--- src/sv/post_span_pkg.sv ---
package post_span_pkg;

   localparam int STACK_DEPTH = 64;
   localparam int ADDR_W      = $clog2(STACK_DEPTH);
   localparam int FILL_W      = $clog2(STACK_DEPTH + 1);
   localparam int IDX_W       = 12;
   localparam int ARG_W       = 5;
   localparam int SPAN_W      = 13;
   localparam int KIND_W      = 2;
   localparam int MODE_W      = 2;
   localparam int SUM_W       = 10;
   // signed pointer must reach minus the largest group size
   localparam int PTR_W       = ((FILL_W > ARG_W + 1) ? FILL_W : ARG_W + 1) + 1;
   localparam int QUEUE_DEPTH = 2;
   localparam int QPTR_W      = $clog2(QUEUE_DEPTH);
   localparam int QCNT_W      = $clog2(QUEUE_DEPTH + 1);

   localparam logic [MODE_W-1:0] MODE_LEAF    = 2'd0;
   localparam logic [MODE_W-1:0] MODE_BLANK   = 2'd1;
   localparam logic [MODE_W-1:0] MODE_KEYWORD = 2'd2;
   localparam logic [MODE_W-1:0] MODE_COMMAND = 2'd3;

   localparam logic [KIND_W-1:0] KIND_CONSUMED = 2'd0;
   localparam logic [KIND_W-1:0] KIND_PUSHED   = 2'd1;
   localparam logic [KIND_W-1:0] KIND_IGNORED  = 2'd2;

   localparam logic [SPAN_W-1:0] SENTINEL_START = {SPAN_W{1'b1}};

   typedef enum logic [1:0] {
      OP_LEAF,
      OP_BLANK,
      OP_KEYWORD,
      OP_COMMAND
   } op_type;

   typedef struct packed {
      op_type             op;
      logic [IDX_W-1:0]   index;
      logic [ARG_W-1:0]   arg_count;
      logic [ARG_W-1:0]   keyword_count;
   } token_type;

   typedef struct packed {
      logic [SPAN_W-1:0]  start;
      logic [SPAN_W-1:0]  count;
      logic [ARG_W-1:0]   marker;
   } entry_type;

   typedef enum logic [2:0] {
      ST_IDLE,
      ST_SUM_RD,
      ST_SUM_ACC,
      ST_PLAN,
      ST_EMIT_RD,
      ST_EMIT_OUT,
      ST_PUSH
   } state_type;

endpackage

--- src/sv/postfix_operand_span_tracker_unit.sv ---
// channel   | direction | fields
// req_      | in        | index, mode, arg_count, keyword_count
// rsp_      | out       | result_kind, span_start, span_count, overflow, last
//
// a leaf or blank goes from idle to push; a keyword marker reads and emits its n bound values, then pushes
// a command sums the markers of its k keyword groups, plans, emits its p plain entries and k groups, then pushes
// each entry is read through the single read port of the span stack before it is emitted
// reset is synchronous, active high; it empties the stack and the token queue
// a two-entry token queue lets requests land while the sequencer waits on rsp_stall
module postfix_operand_span_tracker_unit (
   input  logic                                 clock,
   input  logic                                 reset,
   input  logic                                 req_valid,
   output logic                                 req_stall,
   input  logic [post_span_pkg::IDX_W-1:0]      req_index,
   input  logic [post_span_pkg::MODE_W-1:0]     req_mode,
   input  logic [post_span_pkg::ARG_W-1:0]      req_arg_count,
   input  logic [post_span_pkg::ARG_W-1:0]      req_keyword_count,
   output logic                                 rsp_valid,
   input  logic                                 rsp_stall,
   output logic [post_span_pkg::KIND_W-1:0]     rsp_result_kind,
   output logic signed [post_span_pkg::SPAN_W-1:0] rsp_span_start,
   output logic [post_span_pkg::SPAN_W-1:0]     rsp_span_count,
   output logic                                 rsp_overflow,
   output logic                                 rsp_last
);

   // decoded tokens between the front queue and the sequencer
   logic                      tok_valid;
   logic                      tok_take;
   post_span_pkg::token_type  tok_data;

   // front: accepts and classifies requests into the queue
   post_span_front u_front (
      .clock             (clock),
      .reset             (reset),
      .req_valid         (req_valid),
      .req_stall         (req_stall),
      .req_index         (req_index),
      .req_mode          (req_mode),
      .req_arg_count     (req_arg_count),
      .req_keyword_count (req_keyword_count),
      .tok_valid         (tok_valid),
      .tok_data          (tok_data),
      .tok_take          (tok_take)
   );

   // back: pops, reports and pushes spans on the stack memory
   post_span_back u_back (
      .clock           (clock),
      .reset           (reset),
      .tok_valid       (tok_valid),
      .tok_data        (tok_data),
      .tok_take        (tok_take),
      .rsp_valid       (rsp_valid),
      .rsp_stall       (rsp_stall),
      .rsp_result_kind (rsp_result_kind),
      .rsp_span_start  (rsp_span_start),
      .rsp_span_count  (rsp_span_count),
      .rsp_overflow    (rsp_overflow),
      .rsp_last        (rsp_last)
   );

endmodule

--- src/sv/post_span_ram.sv ---
module post_span_ram #(
   parameter int WIDTH = 8,
   parameter int DEPTH = 16
) (
   input  logic                     clock,
   input  logic                     wr_en,
   input  logic [$clog2(DEPTH)-1:0] wr_addr,
   input  logic [WIDTH-1:0]         wr_data,
   input  logic [$clog2(DEPTH)-1:0] rd_addr,
   output logic [WIDTH-1:0]         rd_data
);

   logic [WIDTH-1:0] mem [DEPTH];
   logic [WIDTH-1:0] rd_data_ff;

   always_ff @(posedge clock) begin
      if (wr_en) begin
         mem[wr_addr] <= wr_data;
      end
      rd_data_ff <= mem[rd_addr];
   end

   assign rd_data = rd_data_ff;

endmodule

--- src/sv/post_span_front.sv ---
module post_span_front (
   input  logic                                 clock,
   input  logic                                 reset,
   input  logic                                 req_valid,
   output logic                                 req_stall,
   input  logic [post_span_pkg::IDX_W-1:0]      req_index,
   input  logic [post_span_pkg::MODE_W-1:0]     req_mode,
   input  logic [post_span_pkg::ARG_W-1:0]      req_arg_count,
   input  logic [post_span_pkg::ARG_W-1:0]      req_keyword_count,
   output logic                                 tok_valid,
   output post_span_pkg::token_type             tok_data,
   input  logic                                 tok_take
);

   post_span_pkg::token_type           q_ff [post_span_pkg::QUEUE_DEPTH];
   logic [post_span_pkg::QPTR_W-1:0]   wr_ptr_ff, wr_ptr_in;
   logic [post_span_pkg::QPTR_W-1:0]   rd_ptr_ff, rd_ptr_in;
   logic [post_span_pkg::QCNT_W-1:0]   cnt_ff, cnt_in;
   post_span_pkg::token_type           tok_class;
   logic                               push, pop;

   // decode the token kind
   always_comb begin
      tok_class.index         = req_index;
      tok_class.arg_count     = req_arg_count;
      tok_class.keyword_count = req_keyword_count;
      case (req_mode)
         post_span_pkg::MODE_LEAF:    tok_class.op = post_span_pkg::OP_LEAF;
         post_span_pkg::MODE_BLANK:   tok_class.op = post_span_pkg::OP_BLANK;
         post_span_pkg::MODE_KEYWORD: tok_class.op = post_span_pkg::OP_KEYWORD;
         default:                     tok_class.op = post_span_pkg::OP_COMMAND;
      endcase
   end

   assign req_stall = (cnt_ff == post_span_pkg::QCNT_W'(post_span_pkg::QUEUE_DEPTH));
   assign push      = req_valid && !req_stall;
   assign pop       = tok_take && tok_valid;
   assign tok_valid = (cnt_ff != '0);
   assign tok_data  = q_ff[rd_ptr_ff];

   always_comb begin
      wr_ptr_in = push ? wr_ptr_ff + 1'b1 : wr_ptr_ff;
      rd_ptr_in = pop ? rd_ptr_ff + 1'b1 : rd_ptr_ff;
      cnt_in    = cnt_ff;
      if (push && !pop) begin
         cnt_in = cnt_ff + 1'b1;
      end else if (pop && !push) begin
         cnt_in = cnt_ff - 1'b1;
      end
   end

   always_ff @(posedge clock) begin
      if (reset) begin
         wr_ptr_ff <= '0;
         rd_ptr_ff <= '0;
         cnt_ff    <= '0;
      end else begin
         wr_ptr_ff <= wr_ptr_in;
         rd_ptr_ff <= rd_ptr_in;
         cnt_ff    <= cnt_in;
      end
      if (push) begin
         q_ff[wr_ptr_ff] <= tok_class;
      end
   end

endmodule

--- src/sv/post_span_back.sv ---
module post_span_back (
   input  logic                                 clock,
   input  logic                                 reset,
   input  logic                                 tok_valid,
   input  post_span_pkg::token_type             tok_data,
   output logic                                 tok_take,
   output logic                                 rsp_valid,
   input  logic                                 rsp_stall,
   output logic [post_span_pkg::KIND_W-1:0]     rsp_result_kind,
   output logic signed [post_span_pkg::SPAN_W-1:0] rsp_span_start,
   output logic [post_span_pkg::SPAN_W-1:0]     rsp_span_count,
   output logic                                 rsp_overflow,
   output logic                                 rsp_last
);

   localparam int PW = post_span_pkg::PTR_W;
   localparam int FW = post_span_pkg::FILL_W;
   localparam int SW = post_span_pkg::SPAN_W;
   localparam int AW = post_span_pkg::ARG_W;

   post_span_pkg::state_type  state_ff, state_in;
   post_span_pkg::token_type  tok_ff, tok_in;
   logic [FW-1:0]             fill_ff, fill_in;
   logic [FW-1:0]             lo_ff, lo_in;
   logic signed [PW-1:0]      kbase_ff, kbase_in;
   logic signed [PW-1:0]      addr_ff, addr_in;
   logic [AW-1:0]             cnt_ff, cnt_in;
   logic [post_span_pkg::SUM_W-1:0] sum_ff, sum_in;
   logic                      seg_key_ff, seg_key_in;
   logic signed [SW-1:0]      start_ff, start_in;
   logic                      any_ff, any_in;

   logic                      out_valid_ff, out_valid_in;
   logic [post_span_pkg::KIND_W-1:0] out_kind_ff, out_kind_in;
   logic signed [SW-1:0]      out_start_ff, out_start_in;
   logic [SW-1:0]             out_count_ff, out_count_in;
   logic                      out_ovf_ff, out_ovf_in;
   logic                      out_last_ff, out_last_in;

   logic                      wr_en;
   post_span_pkg::entry_type  wr_entry, rd_entry;
   logic [post_span_pkg::ADDR_W-1:0] wr_addr;

   logic                      out_free;
   logic [AW-1:0]             first_n;
   logic signed [PW-1:0]      kbase_calc;
   logic [FW-1:0]             kbase_clamp;
   logic [AW-1:0]             plain;
   logic signed [PW-1:0]      pbase;
   logic                      entry_real;
   logic signed [SW-1:0]      ent_start;
   logic [SW-1:0]             ent_count;
   logic signed [SW-1:0]      push_start;
   logic [SW-1:0]             push_count;
   logic                      push_ovf;
   logic                      cnt_one;

   post_span_ram #(
      .WIDTH($bits(post_span_pkg::entry_type)),
      .DEPTH(post_span_pkg::STACK_DEPTH)
   ) u_stack (
      .clock   (clock),
      .wr_en   (wr_en),
      .wr_addr (wr_addr),
      .wr_data (wr_entry),
      .rd_addr (addr_ff[post_span_pkg::ADDR_W-1:0]),
      .rd_data (rd_entry)
   );

   assign out_free = !out_valid_ff || !rsp_stall;
   assign cnt_one  = (cnt_ff == AW'(1));

   // group base: keyword groups of a command, bound values of a marker
   assign first_n    = (tok_data.op == post_span_pkg::OP_COMMAND) ?
                       tok_data.keyword_count : tok_data.arg_count;
   assign kbase_calc = PW'(fill_ff) - PW'(first_n);
   assign kbase_clamp = kbase_ff[PW-1] ? '0 : kbase_ff[FW-1:0];
   assign plain = ({5'b0, tok_ff.arg_count} > sum_ff) ?
                  tok_ff.arg_count - sum_ff[AW-1:0] : '0;
   assign pbase = PW'(kbase_clamp) - PW'(plain);

   // negative addresses are pops of an empty stack
   assign entry_real = !addr_ff[PW-1];
   assign ent_start  = entry_real ? rd_entry.start : post_span_pkg::SENTINEL_START;
   assign ent_count  = entry_real ? rd_entry.count : '0;

   assign push_start = any_ff ? start_ff : SW'(tok_ff.index);
   assign push_count = SW'({1'b0, tok_ff.index}) - push_start + SW'(1);
   assign push_ovf   = (lo_ff >= FW'(post_span_pkg::STACK_DEPTH));

   assign wr_addr         = lo_ff[post_span_pkg::ADDR_W-1:0];
   assign wr_entry.start  = push_start;
   assign wr_entry.count  = push_count;
   assign wr_entry.marker = (tok_ff.op == post_span_pkg::OP_KEYWORD) ?
                            tok_ff.arg_count : '0;

   // next state
   always_comb begin
      state_in = state_ff;
      case (state_ff)
         post_span_pkg::ST_IDLE: begin
            if (tok_valid) begin
               case (tok_data.op)
                  post_span_pkg::OP_COMMAND:
                     state_in = (tok_data.keyword_count != '0) ?
                                post_span_pkg::ST_SUM_RD : post_span_pkg::ST_PLAN;
                  post_span_pkg::OP_KEYWORD:
                     state_in = (tok_data.arg_count != '0) ?
                                post_span_pkg::ST_EMIT_RD : post_span_pkg::ST_PUSH;
                  default: state_in = post_span_pkg::ST_PUSH;
               endcase
            end
         end
         post_span_pkg::ST_SUM_RD:  state_in = post_span_pkg::ST_SUM_ACC;
         post_span_pkg::ST_SUM_ACC:
            state_in = cnt_one ? post_span_pkg::ST_PLAN : post_span_pkg::ST_SUM_RD;
         post_span_pkg::ST_PLAN: begin
            if (plain != '0 || tok_ff.keyword_count != '0) begin
               state_in = post_span_pkg::ST_EMIT_RD;
            end else begin
               state_in = post_span_pkg::ST_PUSH;
            end
         end
         post_span_pkg::ST_EMIT_RD: state_in = post_span_pkg::ST_EMIT_OUT;
         post_span_pkg::ST_EMIT_OUT: begin
            if (out_free) begin
               if (!cnt_one || (!seg_key_ff && tok_ff.keyword_count != '0)) begin
                  state_in = post_span_pkg::ST_EMIT_RD;
               end else begin
                  state_in = post_span_pkg::ST_PUSH;
               end
            end
         end
         post_span_pkg::ST_PUSH: begin
            if (out_free) begin
               state_in = post_span_pkg::ST_IDLE;
            end
         end
         default: state_in = post_span_pkg::ST_IDLE;
      endcase
   end

   // datapath and outputs
   always_comb begin
      tok_take     = 1'b0;
      tok_in       = tok_ff;
      fill_in      = fill_ff;
      lo_in        = lo_ff;
      kbase_in     = kbase_ff;
      addr_in      = addr_ff;
      cnt_in       = cnt_ff;
      sum_in       = sum_ff;
      seg_key_in   = seg_key_ff;
      start_in     = start_ff;
      any_in       = any_ff;
      wr_en        = 1'b0;
      out_valid_in = out_valid_ff && rsp_stall;
      out_kind_in  = out_kind_ff;
      out_start_in = out_start_ff;
      out_count_in = out_count_ff;
      out_ovf_in   = out_ovf_ff;
      out_last_in  = out_last_ff;
      case (state_ff)
         post_span_pkg::ST_IDLE: begin
            if (tok_valid) begin
               tok_take   = 1'b1;
               tok_in     = tok_data;
               kbase_in   = kbase_calc;
               addr_in    = kbase_calc;
               cnt_in     = first_n;
               sum_in     = '0;
               any_in     = 1'b0;
               seg_key_in = 1'b1;
               if (tok_data.op == post_span_pkg::OP_KEYWORD) begin
                  lo_in = kbase_calc[PW-1] ? '0 : kbase_calc[FW-1:0];
               end else begin
                  lo_in = fill_ff;
               end
            end
         end
         post_span_pkg::ST_SUM_ACC: begin
            if (entry_real) begin
               sum_in = sum_ff + post_span_pkg::SUM_W'(rd_entry.marker);
            end
            addr_in = addr_ff + PW'(1);
            cnt_in  = cnt_ff - AW'(1);
         end
         post_span_pkg::ST_PLAN: begin
            lo_in = pbase[PW-1] ? '0 : pbase[FW-1:0];
            if (plain != '0) begin
               seg_key_in = 1'b0;
               addr_in    = pbase;
               cnt_in     = plain;
            end else begin
               seg_key_in = 1'b1;
               addr_in    = kbase_ff;
               cnt_in     = tok_ff.keyword_count;
            end
         end
         post_span_pkg::ST_EMIT_OUT: begin
            if (out_free) begin
               out_valid_in = 1'b1;
               out_kind_in  = post_span_pkg::KIND_CONSUMED;
               out_start_in = ent_start;
               out_count_in = ent_count;
               out_ovf_in   = 1'b0;
               out_last_in  = 1'b0;
               any_in       = 1'b1;
               // a marker keeps its oldest start, a command the smallest
               if (!any_ff || (tok_ff.op == post_span_pkg::OP_COMMAND &&
                               ent_start < start_ff)) begin
                  start_in = ent_start;
               end
               if (cnt_one && !seg_key_ff) begin
                  seg_key_in = 1'b1;
                  addr_in    = kbase_ff;
                  cnt_in     = tok_ff.keyword_count;
               end else begin
                  addr_in = addr_ff + PW'(1);
                  cnt_in  = cnt_ff - AW'(1);
               end
            end
         end
         post_span_pkg::ST_PUSH: begin
            if (out_free) begin
               out_valid_in = 1'b1;
               out_last_in  = 1'b1;
               if (tok_ff.op == post_span_pkg::OP_BLANK) begin
                  out_kind_in  = post_span_pkg::KIND_IGNORED;
                  out_start_in = '0;
                  out_count_in = '0;
                  out_ovf_in   = 1'b0;
               end else begin
                  out_kind_in  = post_span_pkg::KIND_PUSHED;
                  out_start_in = push_start;
                  out_count_in = push_count;
                  out_ovf_in   = push_ovf;
                  wr_en        = !push_ovf;
                  fill_in      = push_ovf ? lo_ff : lo_ff + FW'(1);
               end
            end
         end
         default: begin
         end
      endcase
   end

   always_ff @(posedge clock) begin
      if (reset) begin
         state_ff     <= post_span_pkg::ST_IDLE;
         fill_ff      <= '0;
         out_valid_ff <= 1'b0;
      end else begin
         state_ff     <= state_in;
         fill_ff      <= fill_in;
         out_valid_ff <= out_valid_in;
      end
      tok_ff       <= tok_in;
      lo_ff        <= lo_in;
      kbase_ff     <= kbase_in;
      addr_ff      <= addr_in;
      cnt_ff       <= cnt_in;
      sum_ff       <= sum_in;
      seg_key_ff   <= seg_key_in;
      start_ff     <= start_in;
      any_ff       <= any_in;
      out_kind_ff  <= out_kind_in;
      out_start_ff <= out_start_in;
      out_count_ff <= out_count_in;
      out_ovf_ff   <= out_ovf_in;
      out_last_ff  <= out_last_in;
   end

   assign rsp_valid       = out_valid_ff;
   assign rsp_result_kind = out_kind_ff;
   assign rsp_span_start  = out_start_ff;
   assign rsp_span_count  = out_count_ff;
   assign rsp_overflow    = out_ovf_ff;
   assign rsp_last        = out_last_ff;

endmodule

--- config.mk ---
export PLATFORM = sky130hd
export DESIGN_NAME = postfix_operand_span_tracker_unit
export DESIGN_NICKNAME = d
export VERILOG_FILES = /design/src/sv/post_span_pkg.sv /design/src/sv/postfix_operand_span_tracker_unit.sv /design/src/sv/post_span_ram.sv /design/src/sv/post_span_front.sv /design/src/sv/post_span_back.sv
export SDC_FILE = /design/constraint.sdc
export NUM_CORES = 2
export LEC_CHECK = 0
export BUFFER_PORTS_ARGS = -buffer_cell sky130_fd_sc_hd__buf_4
export CORE_UTILIZATION = 45
export CTS_BUF_LIST = sky130_fd_sc_hd__clkbuf_4
export CTS_CLUSTER_SIZE = 12
export DETAILED_ROUTE_END_ITERATION = 10
export MAX_ROUTING_LAYER = met4
export PLACE_DENSITY = 0.59
export SYNTH_ARGS = -nofsm -noshare
export SYNTH_HDL_FRONTEND = slang
export SYNTH_SLANG_ARGS = --single-unit
--- constraint.sdc ---
create_clock -name clock -period 8.5 [get_ports clock]
set_input_delay 1.7 -clock clock [delete_from_list [all_inputs] [get_ports clock]]
set_output_delay 1.7 -clock clock [all_outputs]
set_load 0.01 [all_outputs]
### Yosys cells after proc, flatten, opt, wreduce, memory -nomap -nowiden

Memory sizes are Yosys's and may differ from the RTL's. A register that Yosys moved wholly into a read port is not among the register bits.
Index checks and enable logic that the tools add are counted.

| cells by class | value |
|---|---|
| equality and inequality tests | 20 |
| magnitude comparators | 3 |
| bitwise operators | 1 |
| $add $sub $neg | 13 |
| reductions and logical operators | 46 |
| multiplexer cells | 77 |

Operator list:

| cell | number |
|---|---|
| 13-bit two-way mux | 9 |
| 13-bit case mux with 2 select lines | 2 |
| 7-bit two-way mux | 6 |
| 5-bit two-way mux | 7 |
| 8-bit two-way mux | 4 |
| 8-bit case mux with 4 select lines | 1 |
| 1-bit two-way mux | 22 |
| 3-bit case mux with 7 select lines | 1 |
| 3-bit AND reduction | 7 |
| 10-bit two-way mux | 2 |
| 2-bit two-way mux | 10 |
| 10-bit case mux with 2 select lines | 1 |
| 5-bit case mux with 4 select lines | 1 |
| 5-bit nonzero test | 4 |
| 7-bit by 5-bit subtractor with 8-bit output | 2 |
| 7-bit case mux with 2 select lines | 1 |
| 13-bit by 1-bit adder with 13-bit output (second input constant) | 1 |
| 13-bit < comparator | 1 |
| 12-bit by 13-bit subtractor with 13-bit output | 1 |
| 2-bit equality test (second input constant) | 6 |
| 2-bit nonzero test | 6 |
| 10-bit by 5-bit adder with 10-bit output | 1 |
| 5-bit by 10-bit > comparator with 1-bit output | 1 |
| 3-bit equality test (second input constant) | 3 |
| other kinds (31) | 60 |

| word-level totals | value |
|---|---|
| memories kept | 2 |
| logic and storage cells | 185 |
| register bits | 122 |
| RAM bits | 2,032 |
| output and inout bits | 32 |
| input port bits | 28 |

Memory list:

| memory | words | width | rd ports | clocked after memory_dff | write ports | RTL line | source |
|---|---|---|---|---|---|---|---|
| u_back.u_stack.mem | 64 | 31 | 1 | 1 | 1 | post_span_ram.sv:13 | `logic [WIDTH-1:0] mem [DEPTH];` |
| u_front.q_ff | 2 | 24 | 1 | 1 | 1 | post_span_front.sv:15 | `post_span_pkg::token_type q_ff [post_span_pkg::QUEUE_DEPTH];` |

### Depth between registers and ports, before layout

| depth | value |
|---|---|
| depth after elaboration | 7 |
| mapped depth | 16 |
| gate-level depth less buffers | 16 |

### Hierarchy

From an unflattened synthesis, not the netlist that was laid out.

| second synthesis, totals | value |
|---|---|
| cells, all modules | 4,236 |
| area, all modules | 85,767.3 um^2 |

By module, submodules not included:

| module | sequential area each (um^2) | cells each | times used | area each (um^2) |
|---|---|---|---|---|
| post_span_ram | 60,197.7 | 3,418 | 1 | 76,309.4 |
| post_span_back | 3,433.3 | 716 | 1 | 7,503.4 |
| post_span_front | 1,541.5 | 102 | 1 | 1,954.4 |

### Worst setup path after synthesis

No wires, ideal clock.

| timing path | value |
|---|---|
| path kind | flip-flop to flip-flop |
| from | register u_back.any_ff |
| to | memory u_back.u_stack.mem[0][16] (netlist bit), data pin |
| cell stages (with the launch flop) | 13 |
| library setup time | 0.542 ns |
| path buffers | 1 |
| arrival time | 6.890 ns |
| required time | 7.958 ns |
| period minus slack after synthesis | 7.432 ns |
| path slack | 1.068 ns |
| cell sequence | edfxtp_1 -> clkbuf_1 -> o21ai_0 -> ha_1 -> inv_1 -> ha_1 -> inv_1 -> fa_1 -> nor2b_1 -> o31a_1 -> o21ai_0 -> o21ai_0 -> xor2_1 |

| between the ends | value |
|---|---|
| cells in the longest elaborated chain, start to end | 3 |

Ends and longest elaborated chain:

| item | RTL line | source |
|---|---|---|
| start: declaration | post_span_back.sv:31 | `logic any_ff, any_in;` |
| start signal: assignment | post_span_back.sv:266 | `any_ff <= any_in;` |
| 13-bit two-way mux | post_span_back.sv:87 | `assign push_start = any_ff ? start_ff : SW'(tok_ff.index);` |
| named net u_back.push_start[1] | post_span_back.sv:53 | `logic signed [SW-1:0] push_start;` |
| 12-bit by 13-bit subtractor with 13-bit output | post_span_back.sv:88 | `assign push_count = SW'({1'b0, tok_ff.index}) - push_start + SW'(1);` |
| 13-bit by 1-bit adder with 13-bit output | post_span_back.sv:88 |  |
| named net u_back.push_count[11] | post_span_back.sv:54 | `logic [SW-1:0] push_count;` |
| end: declaration | post_span_ram.sv:13 |  |

The timed path passes the listed nets, and every way through them passes these cells.

### Final worst setup path

| timing path | value |
|---|---|
| from | register u_back.state_ff[2] |
| to | memory u_back.u_stack.mem[45][0] (netlist bit), enable pin |

| between the ends | value |
|---|---|
| cells in the longest elaborated chain, start to end | 4 |

Ends and longest elaborated chain:

| item | RTL line | source |
|---|---|---|
| start: declaration | post_span_back.sv:21 | `post_span_pkg::state_type state_ff, state_in;` |
| start signal: assignment | post_span_back.sv:250 | `state_ff <= post_span_pkg::ST_IDLE;` |
| start signal: assignment | post_span_back.sv:254 | `state_ff <= state_in;` |
| 3-bit equality test | post_span_back.sv:163 | `case (state_ff)` |
| 1-bit two-way mux | post_span_back.sv:163 |  |
| 1-bit two-way mux | post_span_ram.sv:17 | `if (wr_en) begin` |
| 1-bit two-way mux (implied by the code) | post_span_ram.sv:18 | `mem[wr_addr] <= wr_data;` |

No other way between the ends.

==> results.txt <==
- Max Freq: between 0.15 and 0.2 GHz
* Number of global-route vias before repair: 44.5k
* Share of layout cells above drive strength 1: roughly 35%
* Slew at the pin closest to its max-slew limit: 1.21 ns
- Entering global routing, the biggest net connects approximately 120 pins.
- Static leakage power: 31.0 nW
- Setup violations remaining at the end of the flow were counted as 0.
* Total nets after synthesis: between 4k and 5k
- The die covers about 190000 sq um.
- Number of distinct library cell variants in the gate-level netlist after synthesis: 77
- Synthesis inferred 2186 register bits.
* Drt pass-1 iters: 10
- WHS: 0.485 ns
- In this run the count of I/O pins placed on the die edge is 60.
- H-tree levels: 6
- Wire length of the first global-routing pass: just over 300000 um
* Hold-fix buffers, CTS: 0
- Hold path startpoint: u_front.rd_ptr_ff
* Met2 capacity usage during global routing: about a third
- Final Net Count: 4643
* Count of final max-slew check failures: 0
* Slew headroom: 19.3%
* Async set-reset flop share out of synthesis: 0%
- Mapped cell area: 85100 sq um
- Number of hold violations in the final report: 0
- Summed over all nets, the half-perimeter wirelength after detailed placement is roughly 120000 um.
* Violated checks: design-rule violations
- GR met1 Demand/Resource: about 32%
- Share of Yosys cell area claimed by the top area cell type: 75.5%
- The floorplan has 159 rows.
* Critical path required time: 9.43 ns
- Worst reg2reg path startpoint: u_back.state_ff[2]
- After clock tree synthesis, the clock-pin slew on the worst setup and hold paths is 0.06 ns.
- Global routing used 22.9% of the available tracks across all layers.
* Core area: between 150000 and 200000 sq um
- In this run the critical register-to-register path is captured at u_back.u_stack.mem[45][0].
- Count of synthesis-stage warnings from yosys: 0
- After synthesis, flip-flops and latches occupy 76.6% of the total area.
- Number of cells on the worst reg-to-reg path: 8
- Setup repair after global routing left no endpoint under its margin.
- Violation count after the first detailed-routing iteration: 4419
- Power density over cell area: approximately 390 nW/um^2
- Final wirelength: 212000 um
- In this run the vertical extent of the chip is approximately 440 um.
* Highest net fanout along the worst path: 31
- Number of buffers inserted during clock tree synthesis: about 570
* Final instance area: 96100 sq um
- Clock root cell: clkbuf_4
- Busiest metal layer after global routing: met2
* Port Buffer Count: roughly 60
- In this run the mean area of a mapped cell was 21.1 sq um.
* Sink Count: 2186
- Clock latency on the worst-skew pair, taken at its later pin, is between 1 and 1.5 ns.
- Starting utilization of the core area: between 40% and 50%
- TritonCTS built the clock tree.
- In the layout the commonest cells are edfxtp_1 (2139), clkbuf_4 (818), mux4_2 (496), buf_4 (166), a22oi_1 (159).
- Antenna violations before repair: 11
* Remaining antenna violation count after routing: 0
* Critical Path Sink Type: flip-flop
- Counting every instance in the synthesized netlist gives between 4k and 5k.
* Detailed-route via count: between 40k and 50k
- Routability-driven placement finished with a final weighted congestion of 0.856.
- Hold Path Stages: 2
- Commonest non-fill, non-tap cell in the layout: edfxtp_1
- The run finished, with violations left.
* CTS max path bufs: 4
* Post-CTS repair timing setup buffer count: 0
- The tool flagged a number of max-cap violations equal to 0.
- Global routing consumed, on the met3 layer, approximately 4.6% of the routing resources.
* Average detailed-routed wire length per instance: around 29 um
* Standard cell area after detailed placement: ~89000 sq um
* Post-Route Skew: 0.0845 ns
- The critical path is of the flip-flop to flip-flop type.
* Worst VDD drop: slightly below 0.7 mV
- Die Width: about 440 um
* Primary FF master, synth: edfxtp_1
- The area growth from synthesis to layout is 12.9%.
- The worst hold path belongs to the class flip-flop to flip-flop.
* Routed vias/inst: 5.86
- Post-cts resize count: 0
- Residual DRC: 32
- Across all register-to-register paths, the minimum setup slack is roughly 3 ns.
* Worst Path Arrival: between 6 and 7 ns
* Top cell type by total area after synthesis: edfxtp_1
- Minimum clock period after layout: 5.51 ns
- Kind of start point of the critical path: flip-flop
* Total gr overflow: 0
* Final worst-path cycle share: 64.8%
* Top area cells in the synthesized netlist: edfxtp_1 (75%), mux4_2 (13%), a22oi_1 (1.4%)
* Post-synth EDFFs: between 2k and 2.5k
* Accumulated negative setup slack: 0 ns
how the worst max path moves through the flow:
stage	startpoint	end	slack (ns)	cells after the start
after detailed placement	u_back.state_ff[2]	u_back.u_stack.mem[53][13]	3.05	8
final	u_back.state_ff[2]	u_back.u_stack.mem[45][0]	2.99	8
after global placement	u_back.state_ff[2]	u_back.u_stack.mem[37][2]	3.21	8
after floorplan	u_back.any_ff	u_back.u_stack.mem[0][16]	1.07	12
after global routing	u_back.state_ff[2]	u_back.u_stack.mem[45][28]	2.68	8
after CTS	u_back.state_ff[2]	u_back.u_stack.mem[53][5]	3.01	8
per-stage QoR:
step / std cells / util (%) / total power, mW / setup slack, ns
finish: 7404 / 51.2 / 37.7 / 2.99
global route: 7402 / 51.2 / 39.3 / 2.68
global placement: 6471 / 47.5 / 28.9 / 3.21
CTS: 7397 / 51.1 / 38.0 / 3.01
floorplan: 4024 / - / 23.7 / 1.07
detailed placement: 6471 / 47.5 / 29.2 / 3.05
cell usage after synthesis (16+ instances only):
cell and number:
a21oi_1 42, a221oi_1 63, a22o_1 75, a22oi_1 159, buf_1 25, buf_2 35, buf_4 25, clkbuf_1 124
dfxtp_1 47, edfxtp_1 2139, ha_1 61, inv_1 61, mux2_2 26, mux2i_1 19, mux4_2 496, nand2_1 128
nand3_1 16, nor2_1 127, nor2b_1 21, nor3_1 20, o21ai_0 50, o221ai_1 32, or2_2 19, xnor2_1 17
xor2_1 22
registers in the layout, indices dropped and copies added (netlist names), 8 cells and up, named ones only:
register / count
u_back.addr_ff: 8
u_back.kbase_ff: 8
u_back.rsp_span_count: 13
u_back.rsp_span_start: 13
u_back.start_ff: 13
u_back.sum_ff: 10
u_back.tok_ff: 24
u_back.u_stack.mem: 1984
u_back.u_stack.rd_data: 31
u_front.q_ff: 48
report_power, final:
group	internal, mW	total (mW)	switching [mW]
sequential	15.5	15.9	0.428
combinational	3.98	13.0	9.02
clock	4.66	8.76	4.10
worst max-delay path, cell delays in order (launching register included):
cell and delay, ns:
dfxtp_1 0.72, nand3b_1 0.71, inv_2 0.25, nand2_1 0.38, inv_2 0.45, nand2_1 0.24, nor2_1 0.29, nand3_1 0.86
nor2_4 1.16
kinds of logic (layout without fill, tap and decap cells):
kind of cell             count (synthesis)  in the layout  share of synthesized area [%]
XOR/XNOR                                39             39                          0.401
multiplexers                           541            541                           13.7
AND/OR/NAND/NOR                        395            395                           2.18
flip-flops                            2186           2186                           76.6
adder cells (fa/ha/maj)                 66             66                           1.01
buffers and inverters                  287           1165                           1.55
AO/OA/AOI/OAI                          510            510                           4.56
other                                    0              7                              0
per-layer routing:
metal	vias up	wire length, um	part of all wire (%)
met5	-	0	0
met4	0	5740	2.7
met3	290	16200	7.7
met2	1795	97800	46
met1	22963	92200	43
li1	18372	-	-
layout make-up:
cell class,instances,area [sq um]
Sequential cell,2186,65200
Fill cell,15121,91700
Timing Repair Buffer,175,1430
Antenna cell,7,17.5
Inverter,64,240
Multi-Input combinational cell,1551,19300
Clock buffer,818,6140
Clock inverter,108,674
Tap cell,2495,3120
Note: power is estimated with default switching activity, not from simulation.
